[config.mk]
export PLATFORM = sky130hd
export DESIGN_NAME = unsigned_number_formatter_unit
export DESIGN_NICKNAME = d
export VERILOG_FILES = /design/src/sv/ufmt_pkg.sv /design/src/sv/ufmt_conv.sv /design/src/sv/ufmt_emit.sv /design/src/sv/unsigned_number_formatter_unit.sv
export VERILOG_INCLUDE_DIRS = /design/src /design/src/sv
export SDC_FILE = /design/constraint.sdc
export NUM_CORES = 1
export LEC_CHECK = 0
export BUFFER_PORTS_ARGS = -buffer_cell sky130_fd_sc_hd__buf_2
export CORE_ASPECT_RATIO = 1.2
export CORE_MARGIN = 1
export CORE_UTILIZATION = 25
export CTS_BUF_LIST = sky130_fd_sc_hd__clkbuf_4 sky130_fd_sc_hd__clkbuf_8
export DETAILED_ROUTE_END_ITERATION = 8
export GPL_TIMING_DRIVEN = 1
export PLACE_DENSITY = 0.5
export SYNTH_ARGS = -nofsm -noshare
export SYNTH_HDL_FRONTEND = slang
export SYNTH_SLANG_ARGS = --single-unit
[constraint.sdc]
create_clock -name clk -period 9.84 [get_ports clk]
set_clock_uncertainty 0.1 [all_clocks]
set_input_delay 1.968 -clock clk [delete_from_list [all_inputs] [get_ports clk]]
set_output_delay 1.968 -clock clk [all_outputs]
set_load 0.1 [all_outputs]
[src/sv/unsigned_number_formatter_unit_macros.svh]
// Assertion macros shared by the number formatter modules.
// Depends on nothing; expects clk and arst_n in the including module.
`ifndef UNSIGNED_NUMBER_FORMATTER_UNIT_MACROS_SVH
`define UNSIGNED_NUMBER_FORMATTER_UNIT_MACROS_SVH

// same-cycle implication, disabled during reset
`define UFMT_ASSERT_NOW(lbl, ante, cons, msg) \
	lbl: assert property (@(posedge clk) disable iff (!arst_n) (ante) |-> (cons)) \
		else $error(msg);

// next-cycle implication, disabled during reset
`define UFMT_ASSERT_NEXT(lbl, ante, cons, msg) \
	lbl: assert property (@(posedge clk) disable iff (!arst_n) (ante) |=> (cons)) \
		else $error(msg);

`endif

[src/sv/ufmt_pkg.sv]
// Package for the unsigned number formatter: ASCII constants, digit types,
// conversion result struct and the digit-to-character function. No dependencies.
`timescale 1ns / 1ps
package ufmt_pkg;
	localparam int VALUE_IN_W = 32;
	localparam int MAX_DIGITS = 10;
	localparam int DIGIT_W = 4;
	localparam logic [3:0] MAX_WIDTH = 4'd9;
	localparam logic [7:0] ASCII_ZERO = 8'h30;
	localparam logic [7:0] ASCII_SPACE = 8'h20;
	localparam logic [7:0] HEX_LETTER_BASE = 8'h37;

	typedef logic [MAX_DIGITS-1:0][DIGIT_W-1:0] digits_t;
	typedef logic [3:0] len_t;

	typedef struct packed {
		digits_t digits;
		len_t len;
	} conv_res_t;

	function automatic logic [7:0] digit_char(input logic [DIGIT_W-1:0] d);
		logic [7:0] d8;
		d8 = {4'd0, d};
		if (d > 4'd9) begin
			digit_char = d8 + HEX_LETTER_BASE;
		end else begin
			digit_char = d8 + ASCII_ZERO;
		end
	endfunction
endpackage

[src/sv/ufmt_conv.sv]
// Shift-and-correct converter: one value bit per cycle into ten BCD or hex digits,
// then a sizing state that finds the digit count. Depends on ufmt_pkg and the macro header.
`timescale 1ns / 1ps
`include "unsigned_number_formatter_unit_macros.svh"
module ufmt_conv #(
	parameter int VALUE_BITS = 32
) (
	input logic clk,
	input logic arst_n,
	input logic load,
	input logic dec,
	input logic [VALUE_BITS-1:0] value,
	output logic busy,
	output logic done,
	output ufmt_pkg::conv_res_t res
);
	import ufmt_pkg::*;

	localparam int CNT_W = $clog2(VALUE_BITS + 1);
	localparam logic [CNT_W-1:0] CNT_LOAD = CNT_W'(VALUE_BITS);

	typedef enum logic [1:0] {
		ST_IDLE,
		ST_SHIFT,
		ST_SIZE
	} state_t;

	state_t state_q;
	logic [CNT_W-1:0] cnt_q;
	logic [VALUE_BITS-1:0] val_q;
	digits_t digits_q;
	logic dec_q;
	logic ovf_q;
	logic done_q;
	conv_res_t res_q;

	digits_t corr;
	digits_t shifted;
	logic carry;
	len_t size_len;

	// add-3 correction in decimal mode, plain shift in hex mode
	always_comb begin
		for (int i = 0; i < MAX_DIGITS; i++) begin
			if (dec_q && (digits_q[i] >= 4'd5)) begin
				corr[i] = digits_q[i] + 4'd3;
			end else begin
				corr[i] = digits_q[i];
			end
		end
		{carry, shifted} = {corr, val_q[VALUE_BITS-1]};
	end

	// digit count: highest nonzero digit, at least one, ten on overflow
	always_comb begin
		size_len = 4'd1;
		for (int i = 0; i < MAX_DIGITS; i++) begin
			if (digits_q[i] != '0) begin
				size_len = 4'(i + 1);
			end
		end
		if (ovf_q) begin
			size_len = 4'(MAX_DIGITS);
		end
	end

	always_ff @(posedge clk or negedge arst_n) begin
		if (!arst_n) begin
			state_q <= ST_IDLE;
			cnt_q <= '0;
			done_q <= 1'b0;
		end else begin
			done_q <= 1'b0;
			case (state_q)
				ST_IDLE: begin
					if (load) begin
						cnt_q <= CNT_LOAD;
						state_q <= ST_SHIFT;
					end
				end
				ST_SHIFT: begin
					cnt_q <= cnt_q - CNT_W'(1);
					if (cnt_q == CNT_W'(1)) begin
						state_q <= ST_SIZE;
					end
				end
				ST_SIZE: begin
					done_q <= 1'b1;
					state_q <= ST_IDLE;
				end
				default: begin
					state_q <= ST_IDLE;
				end
			endcase
		end
	end

	always_ff @(posedge clk) begin
		if (state_q == ST_IDLE && load) begin
			val_q <= value;
			dec_q <= dec;
			digits_q <= '0;
			ovf_q <= 1'b0;
		end else if (state_q == ST_SHIFT) begin
			val_q <= {val_q[VALUE_BITS-2:0], 1'b0};
			digits_q <= shifted;
			ovf_q <= ovf_q | carry;
		end
		if (state_q == ST_SIZE) begin
			res_q.digits <= digits_q;
			res_q.len <= size_len;
		end
	end

	assign busy = (state_q != ST_IDLE);
	assign done = done_q;
	assign res = res_q;

	`UFMT_ASSERT_NOW(a_load_idle, load, state_q == ST_IDLE, "load while converting")
	`UFMT_ASSERT_NEXT(a_done_pulse, done_q, !done_q, "done held longer than one cycle")
	`UFMT_ASSERT_NOW(a_len_range, done_q, res_q.len >= 4'd1 && res_q.len <= 4'(MAX_DIGITS),
		"digit count out of range")
endmodule

[src/sv/ufmt_emit.sv]
// Character sequencer: pads then digits, most significant first, cut to room.
// Depends on ufmt_pkg and the macro header.
`timescale 1ns / 1ps
`include "unsigned_number_formatter_unit_macros.svh"
module ufmt_emit (
	input logic clk,
	input logic arst_n,
	input logic go,
	input ufmt_pkg::conv_res_t res,
	input logic [3:0] width,
	input logic [7:0] pad_char,
	input logic [3:0] room,
	output logic busy,
	output logic [7:0] character,
	output logic last,
	output logic strobe
);
	import ufmt_pkg::*;

	typedef enum logic {
		ST_IDLE,
		ST_EMIT
	} state_t;

	state_t state_q;
	logic [3:0] pos_q;
	logic [3:0] rem_q;
	logic strobe_q;
	logic last_q;
	logic [7:0] char_q;

	logic [3:0] total;
	logic [3:0] count;

	assign total = (width > res.len) ? width : res.len;
	assign count = (room < total) ? room : total;

	always_ff @(posedge clk or negedge arst_n) begin
		if (!arst_n) begin
			state_q <= ST_IDLE;
			pos_q <= '0;
			rem_q <= '0;
			strobe_q <= 1'b0;
			last_q <= 1'b0;
			char_q <= '0;
		end else begin
			strobe_q <= 1'b0;
			last_q <= 1'b0;
			case (state_q)
				ST_IDLE: begin
					if (go && count != 4'd0) begin
						pos_q <= total - 4'd1;
						rem_q <= count;
						state_q <= ST_EMIT;
					end
				end
				ST_EMIT: begin
					strobe_q <= 1'b1;
					last_q <= (rem_q == 4'd1);
					if (pos_q >= res.len) begin
						char_q <= pad_char;
					end else begin
						char_q <= digit_char(res.digits[pos_q]);
					end
					pos_q <= pos_q - 4'd1;
					rem_q <= rem_q - 4'd1;
					if (rem_q == 4'd1) begin
						state_q <= ST_IDLE;
					end
				end
				default: begin
					state_q <= ST_IDLE;
				end
			endcase
		end
	end

	assign busy = go || (state_q == ST_EMIT);
	assign character = char_q;
	assign last = last_q;
	assign strobe = strobe_q;

	`UFMT_ASSERT_NEXT(a_last_ends, strobe_q && last_q, !strobe_q, "transfer after last")
	`UFMT_ASSERT_NOW(a_go_idle, go, state_q == ST_IDLE, "new item while emitting")
	`UFMT_ASSERT_NOW(a_rem_live, state_q == ST_EMIT, rem_q != 4'd0, "emitting with nothing left")
endmodule

[src/sv/unsigned_number_formatter_unit.sv]
// Unsigned number formatter: prints one value per command as ASCII, decimal or
// upper-case hex, padded to a minimum width and cut to the room given. The
// value is converted one bit per cycle (through the shared shift-and-correct
// digit unit), a sizing state then finds the digit count, and then one
// character comes out per cycle on strobe, the final one with last set.
// The final character is on the ports in the cycle busy falls, and a new
// command can be accepted in that cycle. The receiver cannot stall, so every
// character must be taken in the cycle strobe is high. Room zero produces no
// transfer at all.
// Depends on ufmt_pkg, ufmt_conv and ufmt_emit.
`timescale 1ns / 1ps
module unsigned_number_formatter_unit #(
	parameter int VALUE_BITS = 32
) (
	input logic clk,
	input logic arst_n,
	input logic start,
	output logic busy,
	input logic [31:0] value,
	input logic use_hex,
	input logic [3:0] min_width,
	input logic zero_pad,
	input logic [3:0] room,
	output logic [7:0] character,
	output logic last,
	output logic strobe
);
	import ufmt_pkg::*;

	logic accept;
	logic [VALUE_BITS-1:0] value_ext;
	logic [3:0] width_q;
	logic [7:0] pad_q;
	logic [3:0] room_q;
	logic conv_busy;
	logic conv_done;
	conv_res_t conv_res;
	logic emit_busy;

	assign accept = start && !busy;
	assign busy = conv_busy || emit_busy;

	if (VALUE_BITS > VALUE_IN_W) begin : g_widen
		assign value_ext = {{(VALUE_BITS - VALUE_IN_W){1'b0}}, value};
	end else if (VALUE_BITS == VALUE_IN_W) begin : g_same
		assign value_ext = value;
	end else begin : g_narrow
		assign value_ext = value[VALUE_BITS-1:0];
	end

	always_ff @(posedge clk) begin
		if (accept) begin
			width_q <= (min_width > MAX_WIDTH) ? MAX_WIDTH : min_width;
			pad_q <= zero_pad ? ASCII_ZERO : ASCII_SPACE;
			room_q <= room;
		end
	end

	ufmt_conv #(
		.VALUE_BITS(VALUE_BITS)
	) u_conv (
		.clk(clk),
		.arst_n(arst_n),
		.load(accept),
		.dec(!use_hex),
		.value(value_ext),
		.busy(conv_busy),
		.done(conv_done),
		.res(conv_res)
	);

	ufmt_emit u_emit (
		.clk(clk),
		.arst_n(arst_n),
		.go(conv_done),
		.res(conv_res),
		.width(width_q),
		.pad_char(pad_q),
		.room(room_q),
		.busy(emit_busy),
		.character(character),
		.last(last),
		.strobe(strobe)
	);
endmodule
### Word-level counts from Yosys, hierarchy flattened

Index checks and enable logic that the tools add are counted.

* register bits: 162
* output and inout bits: 11
* word-level logic and storage cells: 155

* add/sub/neg operators: 16
* magnitude comparators: 16
* eq/ne operators: 7
* multiplexer cells: 42
* bitwise gates (word level): 2
* reduce and logical (&&, ||, !) cells: 35

Operator list (count)
* 32-bit two-way mux: 2
* 4-bit two-way mux: 15
* 4-bit by 2-bit adder with 4-bit output (second input constant): 10
* 4-bit by 3-bit >= comparator with 1-bit output (second input constant): 10
* 4-bit nonzero test: 10
* 4-bit binary-select mux with 4-bit select: 1
* 8-bit two-way mux: 2
* 4-bit case mux with 2 select lines: 2
* 4-bit by 6-bit adder with 7-bit output (second input constant): 2
* 1-bit logical AND: 13
* 2-bit two-way mux: 6
* 3-bit two-way mux: 4
* 6-bit case mux with 2 select lines: 1
* 4-bit by 1-bit subtractor with 4-bit output (second input constant): 3
* 4-bit > comparator (second input constant): 2
* 6-bit by 1-bit equality test with 1-bit output (second input constant): 1
* 6-bit two-way mux: 1
* 2-bit by 1-bit inequality test with 1-bit output (second input constant): 3
* 2-bit nonzero test: 3
* 6-bit by 1-bit subtractor with 6-bit output (second input constant): 1
* 4-bit by 5-bit less-than comparator with 1-bit output (second input constant): 1
* 1-bit two-way mux: 5
* 5-bit two-way mux: 1
* 4-bit by 1-bit equality test with 1-bit output (second input constant): 1
* 15 further kinds: 18

### Depth between registers and ports, before layout

Gate-level depths: netlist of run 1.

* depth after elaboration: 9
* depth in mapped cells: 17
* depth with buffers taken out: 16

### Cells and area by module

Synthesis of run 1 repeated with hierarchy kept, for this count alone.

* cells, all modules: 741
* area total of the unflattened synthesis: 7940.1 um2

By module, submodules not included
* ufmt_conv: instances 1, cells each 519, area an instance 5749.3 um2, seq. area each 3358.2 um2
* ufmt_emit: instances 1, cells each 202, area an instance 1863.0 um2, seq. area each 475.5 um2
* unsigned_number_formatter_unit: instances 1, cells each 20, area an instance 327.8 um2, seq. area each 270.3 um2

### Least setup slack after synthesis of run 1

Ideal clock, no wire load.

* kind: input -> register
* start point: input port start
* end point: register u_conv.digits_q[11] in the netlist's numbering
* setup time: 117 ps
* arrival time: 3662 ps
* required time: 9623 ps
* slack: 5961 ps
* stages: 5
* buffers on the path: 1
* path through: nand2_1 -> nand2_1 -> clkbuf_1 -> o31ai_1 -> a32o_1

* longest elaborated chain between the ends: 2

RTL lines
* start, declared: RTL line unsigned_number_formatter_unit.sv:17 `input logic start,`
* 1-bit logical AND: RTL line unsigned_number_formatter_unit.sv:40 `assign accept = start && !busy;`
* 1-bit logical AND: RTL line ufmt_conv.sv:99 `if (state_q == ST_IDLE && load) begin`
* end signal, assigned: RTL line ufmt_conv.sv:106 `digits_q <= shifted;`
* end, declared: RTL line ufmt_conv.sv:31 `digits_t digits_q;`

Every way passes these cells.
A chain may end at the register's enable or synchronous reset.

### Worst setup path in the final report of run 1

* start point: register u_emit.state_q
* end point: output port busy

* longest elaborated chain between the ends: 2

RTL lines
* start, declared: RTL line ufmt_emit.sv:25 `state_t state_q;`
* start signal, assigned: RTL line ufmt_emit.sv:40 `state_q <= ST_IDLE;`
* start signal, assigned: RTL line ufmt_emit.sv:54 `state_q <= ST_EMIT;`
* start signal, assigned: RTL line ufmt_emit.sv:68 `state_q <= ST_IDLE;`
* 1-bit logical OR: RTL line ufmt_emit.sv:78 `assign busy = go || (state_q == ST_EMIT);`
* 1-bit logical OR: RTL line unsigned_number_formatter_unit.sv:41 `assign busy = conv_busy || emit_busy;`
* end, declared: RTL line unsigned_number_formatter_unit.sv:18 `output logic busy,`

Every way passes these cells.

==> flow_summary.ini, run 1 <==
[status]
status = finished, final reports clean

[synth]
synth_compound_area_frac = 0.131
yosysTopAreaCell = edfxtp_1
synth_commonest_cells = nand2_1, edfxtp_1, o21ai_0
yosys.area_share.adder = 0.0663
synthArstFlopShare = 0.175
synth_area_leaders = edfxtp_1, dfxtp_1, dfrtp_1
synth_mux_area_frac = 0.0516
synth_top_area_frac = 0.334
synth_top_family_by_area = simple AND/OR/NAND/NOR gates
syn_area_um2 = 7730
yosys_warnings = 0
synth_edf_count = 86
synth_fp_nets = 815
ys_seq_elements = 154
synthSimpleGateAreaFrac = 0.155
ys_types = 70
netlist_instances = 729
synth_area_per_cell_um2 = 10.6
synth_xor_area_frac = 0.0283
ys_seq_area_frac = 0.527
synth_most_common_cell = nand2_1
synth_ff_type = edfxtp_1

[die]
die_width_um = 163
io_pins = 56
num_rows = 70
die_h_um = 195
design.core.area_um2 = 30500
initial_core_util = 0.254
die_area_um2 = 31600

[global_route]
grt-ovfl-total = 0
antenna_found_initial = 1
grt_pass1_wl_um = 27600
grt_max_degree = 68
use_met3 = 0.0245
grt_pass1_vias = 5312
grt_usage = 0.112
gr-usage-met1 = 0.138
grt_util_met2 = 0.190
busiest_layer = met2

[clocking]
hold_buffers = 0
cts_tree = yes
path_clk_slew_ns = 0.12
cts_buffers = 17
clk_latency_ns = 0.48
cts_setup_buffers = 0
htree_num_levels = 4
cts.sinks = 154
cts_resized = 0
cts_buffer_depth = 2
clockRootBuffer = clkbuf_8

[sta]
maxSlewViolCount = 0
fin_setup_tns_ns = 0
max_freq_mhz = 220
min_period_over_period = 0.461
hold_viol = 0
period_needed_ns = 4.54
worst_pin_slew_ns = 1.01
setup_viol = 0
max-slew-margin-rel = 0.319
rsz0062_at_grt = no
setup_slack_ns = 5.30

[power_and_ir_drop]
power.leakage_uw = 0.00351
power_uw = 2710
comb_power_share = 0.387
p_sw_uw = 1160
ir_drop_mv = 0.158
switching_share = 0.426
internal_power_uw = 1560
p_seq_frac = 0.427
clkPwrFrac = 0.186
p_per_area_nw_per_um2 = 307

[detailed_routing]
antenna_left = 0
wl_um = 16600
drt_iter0_markers = 354
wl_per_cell_um = 14.0
drc = 0
viasPerCell = 4.49
firstDrtPassIters = 4
num_vias = 5317

[setup_path]
cp_slowest_stage_delay_ns = 0.96
cp_data_arrival_time_ns = 2.47
path_cells = nor4_1 > inv_1 > buf_2
crit_family = simple AND/OR/NAND/NOR gates
cp.buffers_inverters = 2
path_class = register to output pin
cp_slowest_cell = nor4_1
worstPathMaxFanout = 20
start_kind = register
crit_required_ns = 7.77
worst_setup_path_end_kind = output pin

[layout]
drive_gt1_frac = 0.158
fin_nets = 860
fillers = 3207
area_delta_synth_final_pct = 14.3

[hold_path]
holdCritPathClass = register to register

[placement]
dp_slack_ns = 5.66
portBuffers = 54
gp_congestion = 0.758
place.detailed.hpwl_um = 11300

[run]
max-cap-violations = 0
==> path summary, 6_finish.rpt <==
check,from,to,slack [ns],depth (start not counted)
setup / recovery,u_emit.state_q,busy,5.30,3
hold / removal,u_conv.val_q[31],u_conv.digits_q[0],0.36,2
setup reg to reg,u_conv.res[2],u_emit.rem_q[1],5.86,15
hold reg to reg,u_conv.val_q[31],u_conv.digits_q[0],0.36,2
max in group asynchronous,arst_n,u_emit.pos_q[0],7.80,1
min in group asynchronous,arst_n,u_conv.cnt_q[2],1.40,1
==> logic make-up after synthesis <==
group / count (synthesis)
AOI/OAI and AO/OA: 148
xor gates and xnor gates: 25
adders and majority gates: 41
buffers and inverters: 78
DFF: 154
muxes: 29
other: 1
and+or+nand+nor: 253
==> placed cells by master (no fill, tap or decap), types with 17 or more instances in the layout <==
| cell type | instances |
|---|---|
| nand2b_1 | 25 |
| ha_1 | 41 |
| o21ai_0 | 50 |
| edfxtp_1 | 86 |
| buf_2 | 54 |
| dfrtp_1 | 27 |
| inv_1 | 41 |
| dfxtp_1 | 41 |
| nand3_1 | 41 |
| a21oi_1 | 19 |
| nor2_1 | 26 |
| clkbuf_8 | 17 |
| nand2_1 | 118 |
==> registers in the layout, summed over array words and instances, names as in the netlist, 2 cells and up <==
signal            cells
u_conv.digits_q      40
u_conv.cnt_q          6
room_q                4
u_emit.rem_q          4
u_conv.val_q         32
u_emit.character      7
u_conv.res           44
width_q               4
u_emit.pos_q          4
u_conv.state_q        2
==> stage by stage <==
step	hold WS, ns	util	instances	area (µm²)
final	0.363	0.290	1184	8840
after global routing	0.406	0.290	1184	8840
after CTS	0.364	0.290	1183	8840
after detailed placement	0.327	0.276	1151	8420
after global placement	0.323	0.276	1151	8420
after floorplan	0.252	-	729	7730
==> area by class of cell <==
class	instances	area, µm²	share of cell area
repair buffers	60	315	0.0357
clock buffers	17	234	0.0265
well taps	396	495	0.0560
diodes	1	2.50	0.000283
multi-input cells	497	3360	0.380
inverters	44	165	0.0187
clock inverters	15	189	0.0214
flip-flops and latches	154	4080	0.461
==> worst min-delay path, stage by stage, from the launching register on <==
cell	delay (ns)
edfxtp_1	0.34
nand2_1	0.05
o31ai_1	0.05
==> power by group through the flow <==
stage          sequential, µW  combinational (µW)  clock, µW
2_1_floorplan            1190                 768          0
3_3_place_gp             1170                1050          0
3_5_place_dp             1170                1060          0
4_1_cts                  1160                1070        519
5_1_grt                  1200                1190        543
6_report                 1160                1050        504
==> layer usage <==
layer | part of all wire | wire length (µm)
met3 | 0.029 | 481
met2 | 0.49 | 8190
met5 | 0 | 0
met1 | 0.47 | 7720
met4 | 0.013 | 216
(Power assumes the default switching activity.)
==> inputs of run 2 (changes only) <==
- ABC_AREA: unset -> 1
- clock period: 9.84 -> 4.2 ns (I/O delays scaled with it)
==> run 2 against run 1 <==
Via count increased by 5.5%; worst setup slack worse by 4.1 ns; synthesized cell count is 13% higher; clock power is 120% higher; non-clock buffer count up 3; utilization rose by 0.19 points; combinational power is 96% lower; first-iteration DRC count grew 15%; critical endpoint is now u_emit.rem_q[1].
==> flow_summary.ini, run 2 <==
[detailed_routing]
viasPerCell = 4.37
drt_iter0_markers = 407
num_vias = 5612
firstDrtPassIters = 5
wl_um = 16500
drc = 0
wl_per_cell_um = 12.9
antenna_left = 0

[placement]
place.detailed.hpwl_um = 11400
gp_congestion = 0.742
dp_slack_ns = 1.16
portBuffers = 54

[setup_path]
worstPathMaxFanout = 10
crit_top_cell = nand2_1
worst_setup_path_end_kind = register
cp.buffers_inverters = 4
path_class = register to register
crit_family = simple AND/OR/NAND/NOR gates
cp_slowest_cell = edfxtp_1
start_kind = register
cp_data_arrival_time_ns = 3.25
cp_slowest_stage_delay_ns = 0.36
crit_required_ns = 4.46
path_cells = inv_1 > ha_1 > nand2_1 > inv_2 > nand2_1 > nand2_2 > nand2_4 > o21ai_0 > inv_1 > ha_1 > nand3_1 > nand2_1 > inv_2 > nand2_2 > nand2_1 > nand2_1 > nor2_2 > nand2_2 > nand2_4 > nand2_4 > nand2_1 > nand2_1

[synth]
netlist_instances = 826
synth_area_leaders = edfxtp_1, dfxtp_1, nand2_1
synth_top_family_by_area = simple AND/OR/NAND/NOR gates
synth_compound_area_frac = 0.143
synth_fp_nets = 912
yosysTopAreaCell = edfxtp_1
synth_xor_area_frac = 0.00815
syn_area_um2 = 7520
synth_top_area_frac = 0.343
ys_seq_elements = 154
synth_edf_count = 86
synth_mux_area_frac = 0.00665
yosys_warnings = 0
synth_commonest_cells = nand2_1, inv_1, o21ai_0
yosys.area_share.adder = 0.0682
synthSimpleGateAreaFrac = 0.161
synth_most_common_cell = nand2_1
synth_area_per_cell_um2 = 9.11
ys_seq_area_frac = 0.542
ys_types = 37
synthArstFlopShare = 0.175
synth_ff_type = edfxtp_1

[sta]
rsz0062_at_grt = no
min_period_over_period = 0.712
setup_slack_ns = 1.21
max-slew-margin-rel = 0.537
worst_pin_slew_ns = 0.693
hold_viol = 0
maxSlewViolCount = 0
max_freq_mhz = 334
setup_viol = 0
fin_setup_tns_ns = 0
period_needed_ns = 2.99

[layout]
antenna_cells = 0
fin_nets = 967
fillers = 3140
largest_reg_flops = 44
layout_commonest_cell = nand2_1
drive_gt1_frac = 0.125
final_cell_mix = nand2_1, inv_1, o21ai_0
final_util = 0.292
area_delta_synth_final_pct = 15.0

[clocking]
cts.sinks = 154
cts_tree = yes
cts_buffers = 17
clockRootBuffer = clkbuf_8
cts_setup_buffers = 0
path_clk_slew_ns = 0.11
cts_buffer_depth = 2
htree_num_levels = 4
clk_latency_ns = 0.46
hold_buffers = 0
cts_resized = 0

[global_route]
grt_max_degree = 46
grt_pass1_vias = 5421
grt_pass1_wl_um = 27200
grt_usage = 0.112
antenna_found_initial = 0
grt-ovfl-total = 0

[die]
die_h_um = 192
design.core.area_um2 = 29600
die_width_um = 160
num_rows = 69
initial_core_util = 0.254
die_area_um2 = 30800
io_pins = 56

[run]
max-cap-violations = 0

[power_and_ir_drop]
comb_power_share = 0.013
power.leakage_uw = 0.00372
clkPwrFrac = 0.413
p_per_area_nw_per_um2 = 318
p_seq_frac = 0.574
switching_share = 0.255
p_sw_uw = 701
internal_power_uw = 2050
ir_drop_mv = 0.200

[hold_path]
holdCritPathClass = primary input to asynchronous set/reset pin

[status]
status = finished, final reports clean
-- run 2: cell count changes in the layout (fill, tap and decap cells not counted), sizes merged, moves of 10 or more --
cell and delta:
nand2 +83, inv +64, o21ai +43, a21oi +28, nand2b -26, nor2b -16
o211ai +12, nand3 -11, nor2 +11, xnor2 -11, a32o -10, nor3 +10
-- run 2: final timing paths --
kind                            slack [ns]  cells past startpoint               to           startpoint
worst max-delay path                  1.21                     22  u_emit.rem_q[1]        u_conv.res[3]
worst min register to register        0.34                      0   u_conv.res[27]  u_conv.digits_q[23]
worst min-delay path                  0.29                      1  u_emit.pos_q[3]               arst_n
worst max register to register        1.21                     22  u_emit.rem_q[1]        u_conv.res[3]
max in group asynchronous             3.27                      1  u_conv.cnt_q[3]               arst_n
min in group clk                      0.34                      0   u_conv.res[27]  u_conv.digits_q[23]
-- run 2: cell type report --
class                   instances  area (µm²)  share of cell area
repair buffers                 63         338              0.0391
well taps                     390         488              0.0564
flip-flops and latches        154        4080               0.472
inverters                     111         417              0.0482
multi-input cells             534        2920               0.338
clock inverters                15         171              0.0198
clock buffers                  17         234              0.0271
-- run 2: logic make-up after synthesis --
logic type / Yosys count
adder cells (fa/ha/maj): 41
multiplexers: 5
buffers and inverters: 138
other: 1
AO/OA/AOI/OAI: 190
XOR/XNOR: 7
flip-flops: 154
AND/OR/NAND/NOR: 290
-- run 2: metrics by stage --
| step | cells | hold WS (ns) | instance area, µm² | total power, µW |
|---|---|---|---|---|
| global route | 1284 | 0.318 | 8650 | 2870 |
| floorplan | 826 | 0.252 | 7520 | 1620 |
| finish | 1284 | 0.289 | 8650 | 2750 |
| global placement | 1252 | 0.315 | 8240 | 1650 |
| CTS | 1284 | 0.292 | 8650 | 2810 |
| detailed placement | 1252 | 0.316 | 8240 | 1650 |
-- run 2: metal layers --
| layer | up-vias | track usage | share of wire | routed length (µm) |
|---|---|---|---|---|
| li1 | 2901 | - | - | - |
| met1 | 2612 | 0.136 | 0.46 | 7650 |
| met2 | 84 | 0.197 | 0.50 | 8230 |
| met3 | 15 | 0.0235 | 0.026 | 437 |
| met4 | 0 | 0.0363 | 0.013 | 219 |
| met5 | - | 0 | 0 | 0 |
-- run 2: worst register-to-register path, cell delays in order, from the launching register on --
cell	delay, ns
edfxtp_1	0.36
inv_1	0.07
ha_1	0.30
nand2_1	0.06
inv_2	0.06
nand2_1	0.06
nand2_2	0.10
nand2_4	0.08
o21ai_0	0.30
inv_1	0.12
ha_1	0.31
nand3_1	0.09
nand2_1	0.06
inv_2	0.10
nand2_2	0.07
nand2_1	0.06
nand2_1	0.07
nor2_2	0.11
nand2_2	0.06
nand2_4	0.13
nand2_4	0.10
nand2_1	0.08
nand2_1	0.06
-- run 2: power groups by stage --
stage	combinational, µW	clock, µW	sequential, µW
after floorplan	10.0	0	1610
after global placement	39.4	0	1610
after detailed placement	38.7	0	1610
after CTS	38.8	1190	1580
after global routing	42.1	1250	1580
final	36.9	1130	1580
